File: src/rtl/core/stpe_pkg.sv
package stpe_pkg;

  localparam int SAMPLE_W = 32;
  localparam int RANGE_W  = 31;
  localparam int COORD_W  = 8;
  localparam int ROW_W    = 8;
  localparam int PEAK_W   = 32;
  // The divisor is twice the range limit; the dividend is (s + r) * (height - 1).
  localparam int DEN_W    = RANGE_W + 1;
  localparam int SUM_W    = SAMPLE_W + 1;
  localparam int NUM_W    = SUM_W + ROW_W;
  localparam int QUO_W    = ROW_W;

  localparam logic [RANGE_W-1:0] RANGE_RESET = RANGE_W'(1024);

  localparam int SCREEN_WIDTH_DEF   = 160;
  localparam int SCREEN_HEIGHT_DEF  = 128;
  localparam int GRID_DIVISIONS_DEF = 4;

  typedef enum logic [1:0] {
    KIND_LINE   = 2'd0,
    KIND_PIXEL  = 2'd1,
    KIND_REPORT = 2'd2
  } kind_e;

  typedef enum logic [1:0] {
    COLOUR_BG    = 2'd0,
    COLOUR_TRACE = 2'd1,
    COLOUR_GRID  = 2'd2
  } colour_e;

  typedef struct packed {
    kind_e                      kind;
    logic [COORD_W-1:0]         start_x;
    logic [COORD_W-1:0]         start_y;
    logic [COORD_W-1:0]         end_x;
    logic [COORD_W-1:0]         end_y;
    colour_e                    colour;
    logic signed [PEAK_W-1:0]   shown_peak;
    logic signed [PEAK_W-1:0]   erased_peak;
    logic                       last;
  } cmd_t;

endpackage

File: src/rtl/core/stpe_if.sv
interface stpe_sample_if
  import stpe_pkg::*;
();
  logic                      valid;
  logic                      ready;
  logic signed [SAMPLE_W-1:0] sample;

  modport source (output valid, output sample, input ready);
  modport sink   (input valid, input sample, output ready);
endinterface

interface stpe_cmd_if
  import stpe_pkg::*;
();
  logic                     valid;
  logic                     ready;
  logic [1:0]               command_kind;
  logic [COORD_W-1:0]       start_x;
  logic [COORD_W-1:0]       start_y;
  logic [COORD_W-1:0]       end_x;
  logic [COORD_W-1:0]       end_y;
  logic [1:0]               colour;
  logic signed [PEAK_W-1:0] shown_peak;
  logic signed [PEAK_W-1:0] erased_peak;
  logic                     last;

  modport source (
    output valid, output command_kind, output start_x, output start_y,
    output end_x, output end_y, output colour, output shown_peak,
    output erased_peak, output last, input ready
  );
  modport sink (
    input valid, input command_kind, input start_x, input start_y,
    input end_x, input end_y, input colour, input shown_peak,
    input erased_peak, input last, output ready
  );
endinterface

File: src/rtl/core/sweep_trace_plot_engine.sv
// Sweep-mode trace plotter. Each sample transfer is clamped to plus or minus the
// range limit, folded into the sweep peak, mapped to a screen row and stored for
// its column; the block then issues drawing commands one per cycle on the command
// channel while the sink accepts them: an erase of the segment ahead, but not at
// the end of a sweep, the new trace segment and the grid pixels of the next
// column, and at the end of a sweep a peak report, the grid of column zero and
// an erase of the first segment. A sample is taken only when the previous one
// has issued all its commands. After a sample transfer, S_PREP forms the scaled
// dividend and S_RD1 starts a restoring divide by twice the range limit, while
// the three row-store reads share the single read port. S_DIV takes the quotient
// once the divide is done, so the divide sets the pace before the first command.
// A sample then gives GRID_DIVISIONS+1 commands, or 2*GRID_DIVISIONS+1 at the end
// of a sweep, and the next sample can be taken in the cycle after the last command
// issues. The row store is cleared by per-entry valid bits, so there is no
// clearing pass after reset.
module sweep_trace_plot_engine
  import stpe_pkg::*;
#(
  parameter int SCREEN_WIDTH   = SCREEN_WIDTH_DEF,
  parameter int SCREEN_HEIGHT  = SCREEN_HEIGHT_DEF,
  parameter int GRID_DIVISIONS = GRID_DIVISIONS_DEF
) (
  input  logic               clk_i,
  input  logic               rst_ni,
  input  logic               cfg_we_i,
  input  logic [RANGE_W-1:0] cfg_wdata_i,
  stpe_sample_if.sink        sample_i,
  stpe_cmd_if.source         cmd_o
);

  localparam int CW        = $clog2(SCREEN_WIDTH);
  localparam int KW        = $clog2(GRID_DIVISIONS);
  localparam int GRID_STEP = SCREEN_HEIGHT / GRID_DIVISIONS;
  localparam logic [CW-1:0]    COL_LAST = CW'(SCREEN_WIDTH - 2);
  localparam logic [KW-1:0]    K_LAST   = KW'(GRID_DIVISIONS - 1);
  localparam logic [ROW_W-1:0] H_M1     = ROW_W'(SCREEN_HEIGHT - 1);

  typedef enum logic [3:0] {
    S_IDLE, S_PREP, S_RD1, S_RD2, S_RD3, S_DIV,
    S_ERASE, S_TRACE, S_GRID, S_REPORT, S_GRID0, S_WRAP
  } state_e;

  state_e                     state_q;
  logic [RANGE_W-1:0]         range_q;
  logic signed [PEAK_W-1:0]   s_q, peak_q, prev_q;
  logic [RANGE_W-1:0]         r_q;
  logic [NUM_W-1:0]           num_q;
  logic [CW-1:0]              col_q;
  logic [ROW_W-1:0]           row_c_q, row_a_q, row_b_q, row_new_q;
  logic [KW-1:0]              k_q;
  logic                       out_valid_q;
  cmd_t                       cmd_q, cmd_d;
  logic [SCREEN_WIDTH-1:0]    vld_q;
  logic                       rvld_q;

  // Clamp and scaling terms.
  logic [RANGE_W-1:0]         r_eff;
  logic signed [SUM_W-1:0]    s_ext, r_ext, s_clip;
  logic [SUM_W-1:0]           sum_u;
  logic [NUM_W-1:0]           num_d;
  logic [PEAK_W-1:0]          s_abs, p_abs;

  logic                       wrap, out_free, emit, accept;
  logic [COORD_W-1:0]         c8;
  logic [ROW_W-1:0]           grid_y, rd_row, row_calc;

  logic                       div_start, div_done;
  logic [QUO_W-1:0]           div_quo;

  logic                       ram_we;
  logic [CW-1:0]              ram_waddr, ram_raddr;
  logic [ROW_W-1:0]           ram_wdata, ram_rdata;

  assign accept   = sample_i.valid && sample_i.ready;
  assign wrap     = (col_q == COL_LAST);
  assign out_free = !out_valid_q || cmd_o.ready;
  assign emit     = out_free && (state_q == S_ERASE || state_q == S_TRACE ||
                                 state_q == S_GRID || state_q == S_REPORT ||
                                 state_q == S_GRID0 || state_q == S_WRAP);
  assign c8       = COORD_W'(col_q);
  assign grid_y   = ROW_W'(GRID_STEP * k_q);
  assign rd_row   = rvld_q ? ram_rdata : '0;
  assign row_calc = H_M1 - div_quo;

  always_comb begin
    r_eff  = (range_q == '0) ? RANGE_W'(1) : range_q;
    r_ext  = signed'({2'b00, r_eff});
    s_ext  = signed'({sample_i.sample[SAMPLE_W-1], sample_i.sample});
    if (s_ext > r_ext) begin
      s_clip = r_ext;
    end else if (s_ext < -r_ext) begin
      s_clip = -r_ext;
    end else begin
      s_clip = s_ext;
    end
    sum_u = SUM_W'(signed'({s_q[PEAK_W-1], s_q}) + signed'({2'b00, r_q}));
    num_d = NUM_W'(sum_u) * NUM_W'(H_M1);
    s_abs = s_q[PEAK_W-1] ? PEAK_W'(-s_q) : PEAK_W'(s_q);
    p_abs = peak_q[PEAK_W-1] ? PEAK_W'(-peak_q) : PEAK_W'(peak_q);
  end

  // Row store: at the end of a sweep the reads fetch rows 0 and 1 for the
  // first-segment erase instead of the segment ahead, which is not drawn then.
  always_comb begin
    case (state_q)
      S_RD1:   ram_raddr = wrap ? '0 : col_q + CW'(1);
      S_RD2:   ram_raddr = wrap ? CW'(1) : col_q + CW'(2);
      default: ram_raddr = col_q;
    endcase
    ram_we    = (state_q == S_DIV && div_done) || (state_q == S_WRAP && emit);
    ram_waddr = (state_q == S_WRAP) ? '0 : col_q + CW'(1);
    ram_wdata = (state_q == S_WRAP) ? row_new_q : row_calc;
  end

  assign div_start = (state_q == S_RD1);

  stpe_div u_div (
    .clk_i   (clk_i),
    .rst_ni  (rst_ni),
    .start_i (div_start),
    .num_i   (num_q),
    .den_i   ({r_q, 1'b0}),
    .done_o  (div_done),
    .quo_o   (div_quo)
  );

  stpe_ram #(
    .WIDTH (ROW_W),
    .DEPTH (SCREEN_WIDTH)
  ) u_row_ram (
    .clk_i   (clk_i),
    .we_i    (ram_we),
    .waddr_i (ram_waddr),
    .wdata_i (ram_wdata),
    .raddr_i (ram_raddr),
    .rdata_o (ram_rdata)
  );

  always_ff @(posedge clk_i or negedge rst_ni) begin
    if (!rst_ni) begin
      vld_q  <= '0;
      rvld_q <= 1'b0;
    end else begin
      if (ram_we) begin
        vld_q[ram_waddr] <= 1'b1;
      end
      rvld_q <= vld_q[ram_raddr];
    end
  end

  always_ff @(posedge clk_i or negedge rst_ni) begin
    if (!rst_ni) begin
      range_q <= RANGE_RESET;
    end else if (cfg_we_i) begin
      range_q <= cfg_wdata_i;
    end
  end

  always_comb begin
    cmd_d = '0;
    cmd_d.kind   = KIND_LINE;
    cmd_d.colour = COLOUR_BG;
    case (state_q)
      S_ERASE: begin
        cmd_d.start_x = c8 + COORD_W'(1);
        cmd_d.start_y = row_a_q;
        cmd_d.end_x   = c8 + COORD_W'(2);
        cmd_d.end_y   = row_b_q;
      end
      S_TRACE: begin
        cmd_d.start_x = c8;
        cmd_d.start_y = row_c_q;
        cmd_d.end_x   = c8 + COORD_W'(1);
        cmd_d.end_y   = row_new_q;
        cmd_d.colour  = COLOUR_TRACE;
      end
      S_GRID: begin
        cmd_d.kind    = KIND_PIXEL;
        cmd_d.start_x = c8 + COORD_W'(1);
        cmd_d.start_y = grid_y;
        cmd_d.colour  = COLOUR_GRID;
        cmd_d.last    = (k_q == K_LAST) && !wrap;
      end
      S_REPORT: begin
        cmd_d.kind        = KIND_REPORT;
        cmd_d.colour      = COLOUR_TRACE;
        cmd_d.shown_peak  = peak_q;
        cmd_d.erased_peak = prev_q;
      end
      S_GRID0: begin
        cmd_d.kind    = KIND_PIXEL;
        cmd_d.start_y = grid_y;
        cmd_d.colour  = COLOUR_GRID;
      end
      S_WRAP: begin
        cmd_d.start_y = row_a_q;
        cmd_d.end_x   = COORD_W'(1);
        cmd_d.end_y   = row_b_q;
        cmd_d.last    = 1'b1;
      end
      default: ;
    endcase
  end

  always_ff @(posedge clk_i or negedge rst_ni) begin
    if (!rst_ni) begin
      state_q     <= S_IDLE;
      out_valid_q <= 1'b0;
      col_q       <= '0;
      peak_q      <= '0;
      prev_q      <= '0;
      k_q         <= KW'(1);
    end else begin
      if (emit) begin
        out_valid_q <= 1'b1;
        cmd_q       <= cmd_d;
      end else if (cmd_o.ready) begin
        out_valid_q <= 1'b0;
      end

      case (state_q)
        S_IDLE: begin
          if (accept) begin
            s_q     <= s_clip[PEAK_W-1:0];
            r_q     <= r_eff;
            state_q <= S_PREP;
          end
        end
        S_PREP: begin
          num_q <= num_d;
          if (s_abs > p_abs) begin
            peak_q <= s_q;
          end
          state_q <= S_RD1;
        end
        S_RD1: begin
          row_c_q <= rd_row;
          state_q <= S_RD2;
        end
        S_RD2: begin
          row_a_q <= rd_row;
          state_q <= S_RD3;
        end
        S_RD3: begin
          row_b_q <= rd_row;
          state_q <= S_DIV;
        end
        S_DIV: begin
          if (div_done) begin
            row_new_q <= row_calc;
            k_q       <= KW'(1);
            state_q   <= wrap ? S_TRACE : S_ERASE;
          end
        end
        S_ERASE: begin
          if (emit) begin
            state_q <= S_TRACE;
          end
        end
        S_TRACE: begin
          if (emit) begin
            state_q <= S_GRID;
          end
        end
        S_GRID: begin
          if (emit) begin
            if (k_q == K_LAST) begin
              k_q <= KW'(1);
              if (wrap) begin
                state_q <= S_REPORT;
              end else begin
                col_q   <= col_q + CW'(1);
                state_q <= S_IDLE;
              end
            end else begin
              k_q <= k_q + KW'(1);
            end
          end
        end
        S_REPORT: begin
          if (emit) begin
            prev_q  <= peak_q;
            peak_q  <= '0;
            state_q <= S_GRID0;
          end
        end
        S_GRID0: begin
          if (emit) begin
            if (k_q == K_LAST) begin
              k_q     <= KW'(1);
              state_q <= S_WRAP;
            end else begin
              k_q <= k_q + KW'(1);
            end
          end
        end
        S_WRAP: begin
          if (emit) begin
            col_q   <= '0;
            state_q <= S_IDLE;
          end
        end
        default: state_q <= S_IDLE;
      endcase
    end
  end

  assign sample_i.ready     = (state_q == S_IDLE);
  assign cmd_o.valid        = out_valid_q;
  assign cmd_o.command_kind = cmd_q.kind;
  assign cmd_o.start_x      = cmd_q.start_x;
  assign cmd_o.start_y      = cmd_q.start_y;
  assign cmd_o.end_x        = cmd_q.end_x;
  assign cmd_o.end_y        = cmd_q.end_y;
  assign cmd_o.colour       = cmd_q.colour;
  assign cmd_o.shown_peak   = cmd_q.shown_peak;
  assign cmd_o.erased_peak  = cmd_q.erased_peak;
  assign cmd_o.last         = cmd_q.last;

  // While idle, any command still waiting for transfer closes the previous item.
  a_idle_pending_last: assert property (@(posedge clk_i) disable iff (!rst_ni)
    (state_q == S_IDLE && out_valid_q) |-> cmd_q.last)
    else $error("idle with a non-final command pending");

  // The scaled row never leaves the screen.
  a_quo_range: assert property (@(posedge clk_i) disable iff (!rst_ni)
    (state_q == S_DIV && div_done) |-> (div_quo <= H_M1))
    else $error("row quotient out of range");

  // The sweep column wraps before reaching the last screen column.
  a_col_range: assert property (@(posedge clk_i) disable iff (!rst_ni)
    col_q <= COL_LAST)
    else $error("column beyond sweep end");

  // The row store is written only when the new row is ready and when the sweep wraps.
  a_write_phase: assert property (@(posedge clk_i) disable iff (!rst_ni)
    ram_we |-> (state_q == S_DIV || state_q == S_WRAP))
    else $error("row store written outside its write phases");

  a_accept_prep: assert property (@(posedge clk_i) disable iff (!rst_ni)
    accept |=> (state_q == S_PREP))
    else $error("sample transfer did not start an item");

endmodule

File: src/rtl/core/stpe_ram.sv
module stpe_ram #(
  parameter int WIDTH = 8,
  parameter int DEPTH = 160
) (
  input  logic                     clk_i,
  input  logic                     we_i,
  input  logic [$clog2(DEPTH)-1:0] waddr_i,
  input  logic [WIDTH-1:0]         wdata_i,
  input  logic [$clog2(DEPTH)-1:0] raddr_i,
  output logic [WIDTH-1:0]         rdata_o
);

  logic [WIDTH-1:0] mem_q [DEPTH];
  logic [WIDTH-1:0] rdata_q;

  always_ff @(posedge clk_i) begin
    if (we_i) begin
      mem_q[waddr_i] <= wdata_i;
    end
    rdata_q <= mem_q[raddr_i];
  end

  assign rdata_o = rdata_q;

endmodule

File: src/rtl/core/stpe_div.sv
module stpe_div
  import stpe_pkg::*;
(
  input  logic             clk_i,
  input  logic             rst_ni,
  input  logic             start_i,
  input  logic [NUM_W-1:0] num_i,
  input  logic [DEN_W-1:0] den_i,
  output logic             done_o,
  output logic [QUO_W-1:0] quo_o
);

  localparam int CNT_W = $clog2(QUO_W);

  logic             busy_q, done_q;
  logic [CNT_W-1:0] cnt_q;
  logic [NUM_W-1:0] rem_q, dsh_q;
  logic [QUO_W-1:0] quo_q;
  logic             fits;

  // Restoring division, one quotient bit per cycle from the top; the quotient
  // never exceeds QUO_W bits because the dividend is at most (height - 1) times
  // the divisor.
  assign fits = (rem_q >= dsh_q);

  always_ff @(posedge clk_i or negedge rst_ni) begin
    if (!rst_ni) begin
      busy_q <= 1'b0;
      done_q <= 1'b0;
      cnt_q  <= '0;
    end else if (start_i) begin
      busy_q <= 1'b1;
      done_q <= 1'b0;
      cnt_q  <= CNT_W'(QUO_W - 1);
    end else if (busy_q) begin
      if (cnt_q == '0) begin
        busy_q <= 1'b0;
        done_q <= 1'b1;
      end else begin
        cnt_q <= cnt_q - CNT_W'(1);
      end
    end
  end

  always_ff @(posedge clk_i) begin
    if (start_i) begin
      rem_q <= num_i;
      dsh_q <= {{(NUM_W-DEN_W-QUO_W+1){1'b0}}, den_i, {(QUO_W-1){1'b0}}};
      quo_q <= '0;
    end else if (busy_q) begin
      if (fits) begin
        rem_q <= rem_q - dsh_q;
      end
      quo_q <= {quo_q[QUO_W-2:0], fits};
      dsh_q <= dsh_q >> 1;
    end
  end

  assign done_o = done_q;
  assign quo_o  = quo_q;

endmodule
File: src/flat_wrapper.sv
// flat-port wrapper written by rule: the top's interface ports become plain ports
module sweep_trace_plot_engine_flat import stpe_pkg::*;
#(
  parameter int SCREEN_WIDTH   = SCREEN_WIDTH_DEF,
  parameter int SCREEN_HEIGHT  = SCREEN_HEIGHT_DEF,
  parameter int GRID_DIVISIONS = GRID_DIVISIONS_DEF
)
  (clk_i, rst_ni, cfg_we_i, cfg_wdata_i, sample_i_valid, sample_i_sample, sample_i_ready, cmd_o_valid, cmd_o_command_kind, cmd_o_start_x, cmd_o_start_y, cmd_o_end_x, cmd_o_end_y, cmd_o_colour, cmd_o_shown_peak, cmd_o_erased_peak, cmd_o_last, cmd_o_ready);
  stpe_sample_if sample_i_i ();
  stpe_cmd_if cmd_o_i ();
  input  logic clk_i;
  input  logic rst_ni;
  input  logic cfg_we_i;
  input  logic [RANGE_W-1:0] cfg_wdata_i;
  input wire logic [$bits(sample_i_i.valid)-1:0] sample_i_valid;
  input wire logic [$bits(sample_i_i.sample)-1:0] sample_i_sample;
  output wire logic [$bits(sample_i_i.ready)-1:0] sample_i_ready;
  output wire logic [$bits(cmd_o_i.valid)-1:0] cmd_o_valid;
  output wire logic [$bits(cmd_o_i.command_kind)-1:0] cmd_o_command_kind;
  output wire logic [$bits(cmd_o_i.start_x)-1:0] cmd_o_start_x;
  output wire logic [$bits(cmd_o_i.start_y)-1:0] cmd_o_start_y;
  output wire logic [$bits(cmd_o_i.end_x)-1:0] cmd_o_end_x;
  output wire logic [$bits(cmd_o_i.end_y)-1:0] cmd_o_end_y;
  output wire logic [$bits(cmd_o_i.colour)-1:0] cmd_o_colour;
  output wire logic [$bits(cmd_o_i.shown_peak)-1:0] cmd_o_shown_peak;
  output wire logic [$bits(cmd_o_i.erased_peak)-1:0] cmd_o_erased_peak;
  output wire logic [$bits(cmd_o_i.last)-1:0] cmd_o_last;
  input wire logic [$bits(cmd_o_i.ready)-1:0] cmd_o_ready;
  assign sample_i_i.valid = sample_i_valid;
  assign sample_i_i.sample = sample_i_sample;
  assign sample_i_ready = sample_i_i.ready;
  assign cmd_o_valid = cmd_o_i.valid;
  assign cmd_o_command_kind = cmd_o_i.command_kind;
  assign cmd_o_start_x = cmd_o_i.start_x;
  assign cmd_o_start_y = cmd_o_i.start_y;
  assign cmd_o_end_x = cmd_o_i.end_x;
  assign cmd_o_end_y = cmd_o_i.end_y;
  assign cmd_o_colour = cmd_o_i.colour;
  assign cmd_o_shown_peak = cmd_o_i.shown_peak;
  assign cmd_o_erased_peak = cmd_o_i.erased_peak;
  assign cmd_o_last = cmd_o_i.last;
  assign cmd_o_i.ready = cmd_o_ready;
  sweep_trace_plot_engine #(.SCREEN_WIDTH(SCREEN_WIDTH), .SCREEN_HEIGHT(SCREEN_HEIGHT), .GRID_DIVISIONS(GRID_DIVISIONS)) u_core (.clk_i(clk_i), .rst_ni(rst_ni), .cfg_we_i(cfg_we_i), .cfg_wdata_i(cfg_wdata_i), .sample_i(sample_i_i), .cmd_o(cmd_o_i));
endmodule
File: config.mk
export PLATFORM = sky130hd
export DESIGN_NAME = sweep_trace_plot_engine_flat
export DESIGN_NICKNAME = d
export VERILOG_FILES = /design/src/rtl/core/stpe_pkg.sv /design/src/rtl/core/stpe_if.sv /design/src/rtl/core/sweep_trace_plot_engine.sv /design/src/rtl/core/stpe_ram.sv /design/src/rtl/core/stpe_div.sv /design/src/flat_wrapper.sv
export SDC_FILE = /design/constraint.sdc
export NUM_CORES = 2
export LEC_CHECK = 0
export BUFFER_PORTS_ARGS = -buffer_cell sky130_fd_sc_hd__clkbuf_2
export CAP_MARGIN = 40
export CORE_AREA = 2 2 534 536
export DETAILED_ROUTE_END_ITERATION = 6
export DIE_AREA = 0 0 536 538
export RECOVER_POWER = 100
export SLEW_MARGIN = 5
export SYNTH_ARGS = -nofsm -noshare
export SYNTH_HDL_FRONTEND = slang
export SYNTH_SLANG_ARGS = --single-unit
File: constraint.sdc
create_clock -name clk_i -period 14.8 [get_ports clk_i]
set_clock_uncertainty 0.15 [all_clocks]
set_input_delay 4.44 -clock clk_i [delete_from_list [all_inputs] [get_ports clk_i]]
set_output_delay 4.44 -clock clk_i [all_outputs]
set_load 0.05 [all_outputs]
==> flow_metrics.env <==
export IMPL_clkSlewWorstSetupHoldPaths_ps=60
export IMPL_cts_resized=0
export IMPL_timing_setup_tns_ps=0
export IMPL_yosysUniqueCellTypes=101
export IMPL_area_growth_pct=12.0
export IMPL_ys_ff_latch=1888
export IMPL_synth_top_family_by_area="compound AO/OA/AOI/OAI gates"
export IMPL_wirelength_um=300000
export IMPL_maxCapViolCount=36
export IMPL_placed_area_um2=104000
export IMPL_antenna_found_initial=11
export IMPL_antenna_left=0
export IMPL_synthesis_area_um2=98600
export IMPL_slowest_delay_ps=2800
export IMPL_drt_iter0_drc=8274
export IMPL_syn_area_per_cell_um2=11.8
export IMPL_p_switching_mw=12.9
export IMPL_hold_path_class="reg -> reg"
export IMPL_worstMarginPinSlew_ps=4010
export IMPL_die_area_um2=288000
export IMPL_p_comb_frac=0.561
export IMPL_yosys_mux_area_fraction=0.0756
export IMPL_synth_main_ff_cell="edfxtp_1"
export IMPL_hold_buffers=0
export IMPL_numCtsBuffers=209
export IMPL_vias=71900
export IMPL_die_x_um=536
export IMPL_path_class="reg -> reg"
export IMPL_grt_max_degree=174
export IMPL_final_area_um2=110000
export IMPL_layout_min_cycle_time_ps=11690
export IMPL_async_flop_share=0.146
export IMPL_required_ps=15320
export IMPL_maxSlewHeadroom=-1.67
export IMPL_cts_htree_levels=4
export IMPL_fin_cells=12300
export IMPL_pwr_share_seq=0.261
export IMPL_drc=2
export IMPL_hpwl_um=195000
export IMPL_power_density_nw_per_um2=272
export IMPL_cts_sinks=1888
export IMPL_switching_share=0.431
export IMPL_drive_above_1_share=0.111
export IMPL_post_drt_wl_per_cell_um=24.4
export IMPL_synth_enable_flop_cells=1588
export IMPL_period_share=0.790
export IMPL_cp_cell_sequence="clkbuf_1, or4b_1, a2bb2oi_1, o221a_4, clkbuf_1, and3_1, a22oi_1, nand4_1, a211oi_1, a211oi_1"
export IMPL_synth_simple_area_share=0.113
export IMPL_clock_latency_ps=870
export IMPL_post_cts_buffers=0
export IMPL_first_pass_iters=7
export IMPL_dp_cells=11900
export IMPL_via_per_inst=5.85
export IMPL_cp_max_fo=76
export IMPL_cp_arrival_ps=12210
export IMPL_critPathSlowestCell="clkbuf_1"
export IMPL_cp_num_buf_inv=2
export IMPL_slew_viol_final=1802
export IMPL_clkPwrFrac=0.178
export IMPL_status="finished with violations"
export IMPL_io_pins=171
export IMPL_grt_first_pass_wirelength_um=446000
export IMPL_grt_use_total=0.201
export IMPL_setup_slack_ps=3110
export IMPL_cts_root_buf="clkbuf_16"
export IMPL_cp_top_family="buffers and inverters"
export IMPL_gp_congestion=0.892
export IMPL_crit_path_start_kind="flip-flop"
export IMPL_floorplan_initialDensity=0.348
export IMPL_synth_xor_area_frac=0.0188
export IMPL_fp_row_count=196
export IMPL_holdWs_ps=308
export IMPL_yosysSeqAreaShare=0.559
export IMPL_coreArea_um2=283000
export IMPL_synth_compound_area_share=0.142
export IMPL_grt_pass1_vias=70100
export IMPL_portBuffers=170
export IMPL_netlist_instances=8326
export IMPL_cts_buffer_depth=4
export IMPL_violations="design-rule violations, max-capacitance violations, max-slew violations"
export IMPL_die_h_um=538
export IMPL_finalNetCount=8771
export IMPL_grt_overflow=0
export IMPL_finalPower_mw=30.0
export IMPL_cts_tree="built"
export IMPL_peakVddDrop_uv=692
export IMPL_finalSetupViolCount=0
export IMPL_hold_violations=0
export IMPL_power_leakage_nw=40.2
export IMPL_postLayoutCoreUtil=0.390
export IMPL_yosysWarningCount=0
export IMPL_synth_fp_nets=8744
export IMPL_dp_worst_setup_slack_ps=6190
export IMPL_crit_path_end_kind="flip-flop"
export IMPL_synth_fa_ha_area_frac=0.0529
export IMPL_rsz0062_at_grt="false"
export IMPL_fmax_mhz=85.6
export IMPL_internal_power_mw=17.1
[cells by family (layout without fill, tap and decap cells)]
kind of cell,after synthesis,count (layout)
adders and majority gates,352,352
other,1,5
xor gates and xnor gates,212,212
muxes,488,488
buffers and inverters,961,1159
AOI/OAI and AO/OA,2097,2097
and+or+nand+nor,2327,2327
DFF,1888,1888
[layout by cell type, fill, tap and decap left out, types with 35 or more instances in the layout]
cell | netlist | routed
buf_4 | 9 | 75
a21o_1 | 89 | 88
nand3_1 | 344 | 344
nor2b_1 | 40 | 40
edfxtp_1 | 1588 | 1588
nand2_1 | 774 | 773
nand4_1 | 47 | 47
clkinv_2 | 0 | 46
o21ai_0 | 275 | 276
nor2_1 | 423 | 421
clkbuf_16 | 0 | 212
fa_1 | 109 | 109
a211oi_1 | 143 | 143
a2111oi_0 | 95 | 95
clkbuf_2 | 1 | 65
o22ai_1 | 228 | 228
mux4_2 | 202 | 202
and3_1 | 212 | 210
mux2_2 | 36 | 36
inv_1 | 333 | 332
nor3_1 | 103 | 103
or2_2 | 161 | 160
and2_0 | 0 | 51
o31ai_1 | 35 | 35
o211ai_1 | 46 | 46
ha_1 | 241 | 241
a22oi_1 | 89 | 89
dfrtp_1 | 274 | 272
clkbuf_1 | 413 | 294
a21oi_1 | 454 | 447
xnor2_1 | 145 | 145
a22o_1 | 193 | 192
mux2i_1 | 250 | 250
xor2_1 | 67 | 67
a31oi_1 | 240 | 240
[synthesized netlist by cell type, types with 23 or more instances]
cell type / number / area (um2)
or2_2: 161 / 1010
a22oi_1: 89 / 668
or3_1: 23 / 144
o31ai_1: 35 / 263
and2_1: 83 / 519
nor3_1: 103 / 515
and3_1: 212 / 1330
a211oi_1: 143 / 1070
xor2_1: 67 / 587
nand4_1: 47 / 294
a221o_1: 23 / 230
mux4_2: 202 / 4550
nand3_1: 344 / 1720
a21o_1: 89 / 668
a22o_1: 193 / 1690
clkbuf_1: 413 / 1550
nand2b_1: 31 / 194
fa_1: 109 / 2180
buf_2: 104 / 521
nor4_1: 32 / 200
xnor2_1: 145 / 1270
mux2i_1: 250 / 2500
inv_1: 333 / 1250
a21oi_1: 454 / 2270
dfrtp_1: 274 / 6860
a2111oi_0: 95 / 832
mux2_2: 36 / 405
o22ai_1: 228 / 1430
nor2b_1: 40 / 250
o211ai_1: 46 / 345
nor2_1: 423 / 1590
edfxtp_1: 1588 / 47700
o21ai_0: 275 / 1380
dfxtp_1: 24 / 480
ha_1: 241 / 3020
a31oi_1: 240 / 1500
nand2_1: 774 / 2910
buf_1: 92 / 345
[sequential cells by signal, indices dropped and copies added (netlist names), 39 cells and up]
signal	count
u_core.u_row_ram.mem_q	1280
u_core.num_q	40
u_core.vld_q	160
u_core.u_div.dsh_q	39
u_core.u_div.rem_q	41
[power groups by stage]
| stage | clock, mW | combinational [mW] | sequential [mW] |
|---|---|---|---|
| detailed placement | 0 | 16.8 | 7.88 |
| CTS | 5.44 | 16.8 | 7.78 |
| global placement | 0 | 16.4 | 7.92 |
| global route | 5.64 | 18.7 | 7.87 |
| finish | 5.35 | 16.8 | 7.83 |
| floorplan | 0 | 12.4 | 7.95 |
[final timing paths]
kind                                    from                     endpoint  slack [ps]  depth (start not counted)
min in group asynchronous             rst_ni            u_core.peak_q[21]        4590                          1
max                        u_core.state_q[0]  u_core.u_row_ram.rdata_o[6]        3110                         10
min reg2reg                 u_core.vld_q[43]             u_core.vld_q[43]         310                          1
max in group asynchronous             rst_ni                 u_core.c8[0]        4990                          2
min                         u_core.vld_q[43]             u_core.vld_q[43]         310                          1
max reg2reg                u_core.state_q[0]  u_core.u_row_ram.rdata_o[6]        3110                         10
[metal layers]
metal	vias to the layer above	GRT usage	routed length (um)
met5	-	0	23
met4	4	0.0709	10900
met3	565	0.0331	24600
met2	3252	0.325	140000
met1	36400	0.273	124000
li1	31700	-	-
[layout make-up]
class,count,area [um2]
diodes,4,10.0
inverters,335,1270
fillers,26700,173000
multi-input cells,5477,39800
flip-flops and latches,1888,55100
repair buffers,442,2500
well taps,3762,4710
clock inverters,116,1260
clock buffers,266,5730
No activity file was read; power rests on OpenSTA's default activity.
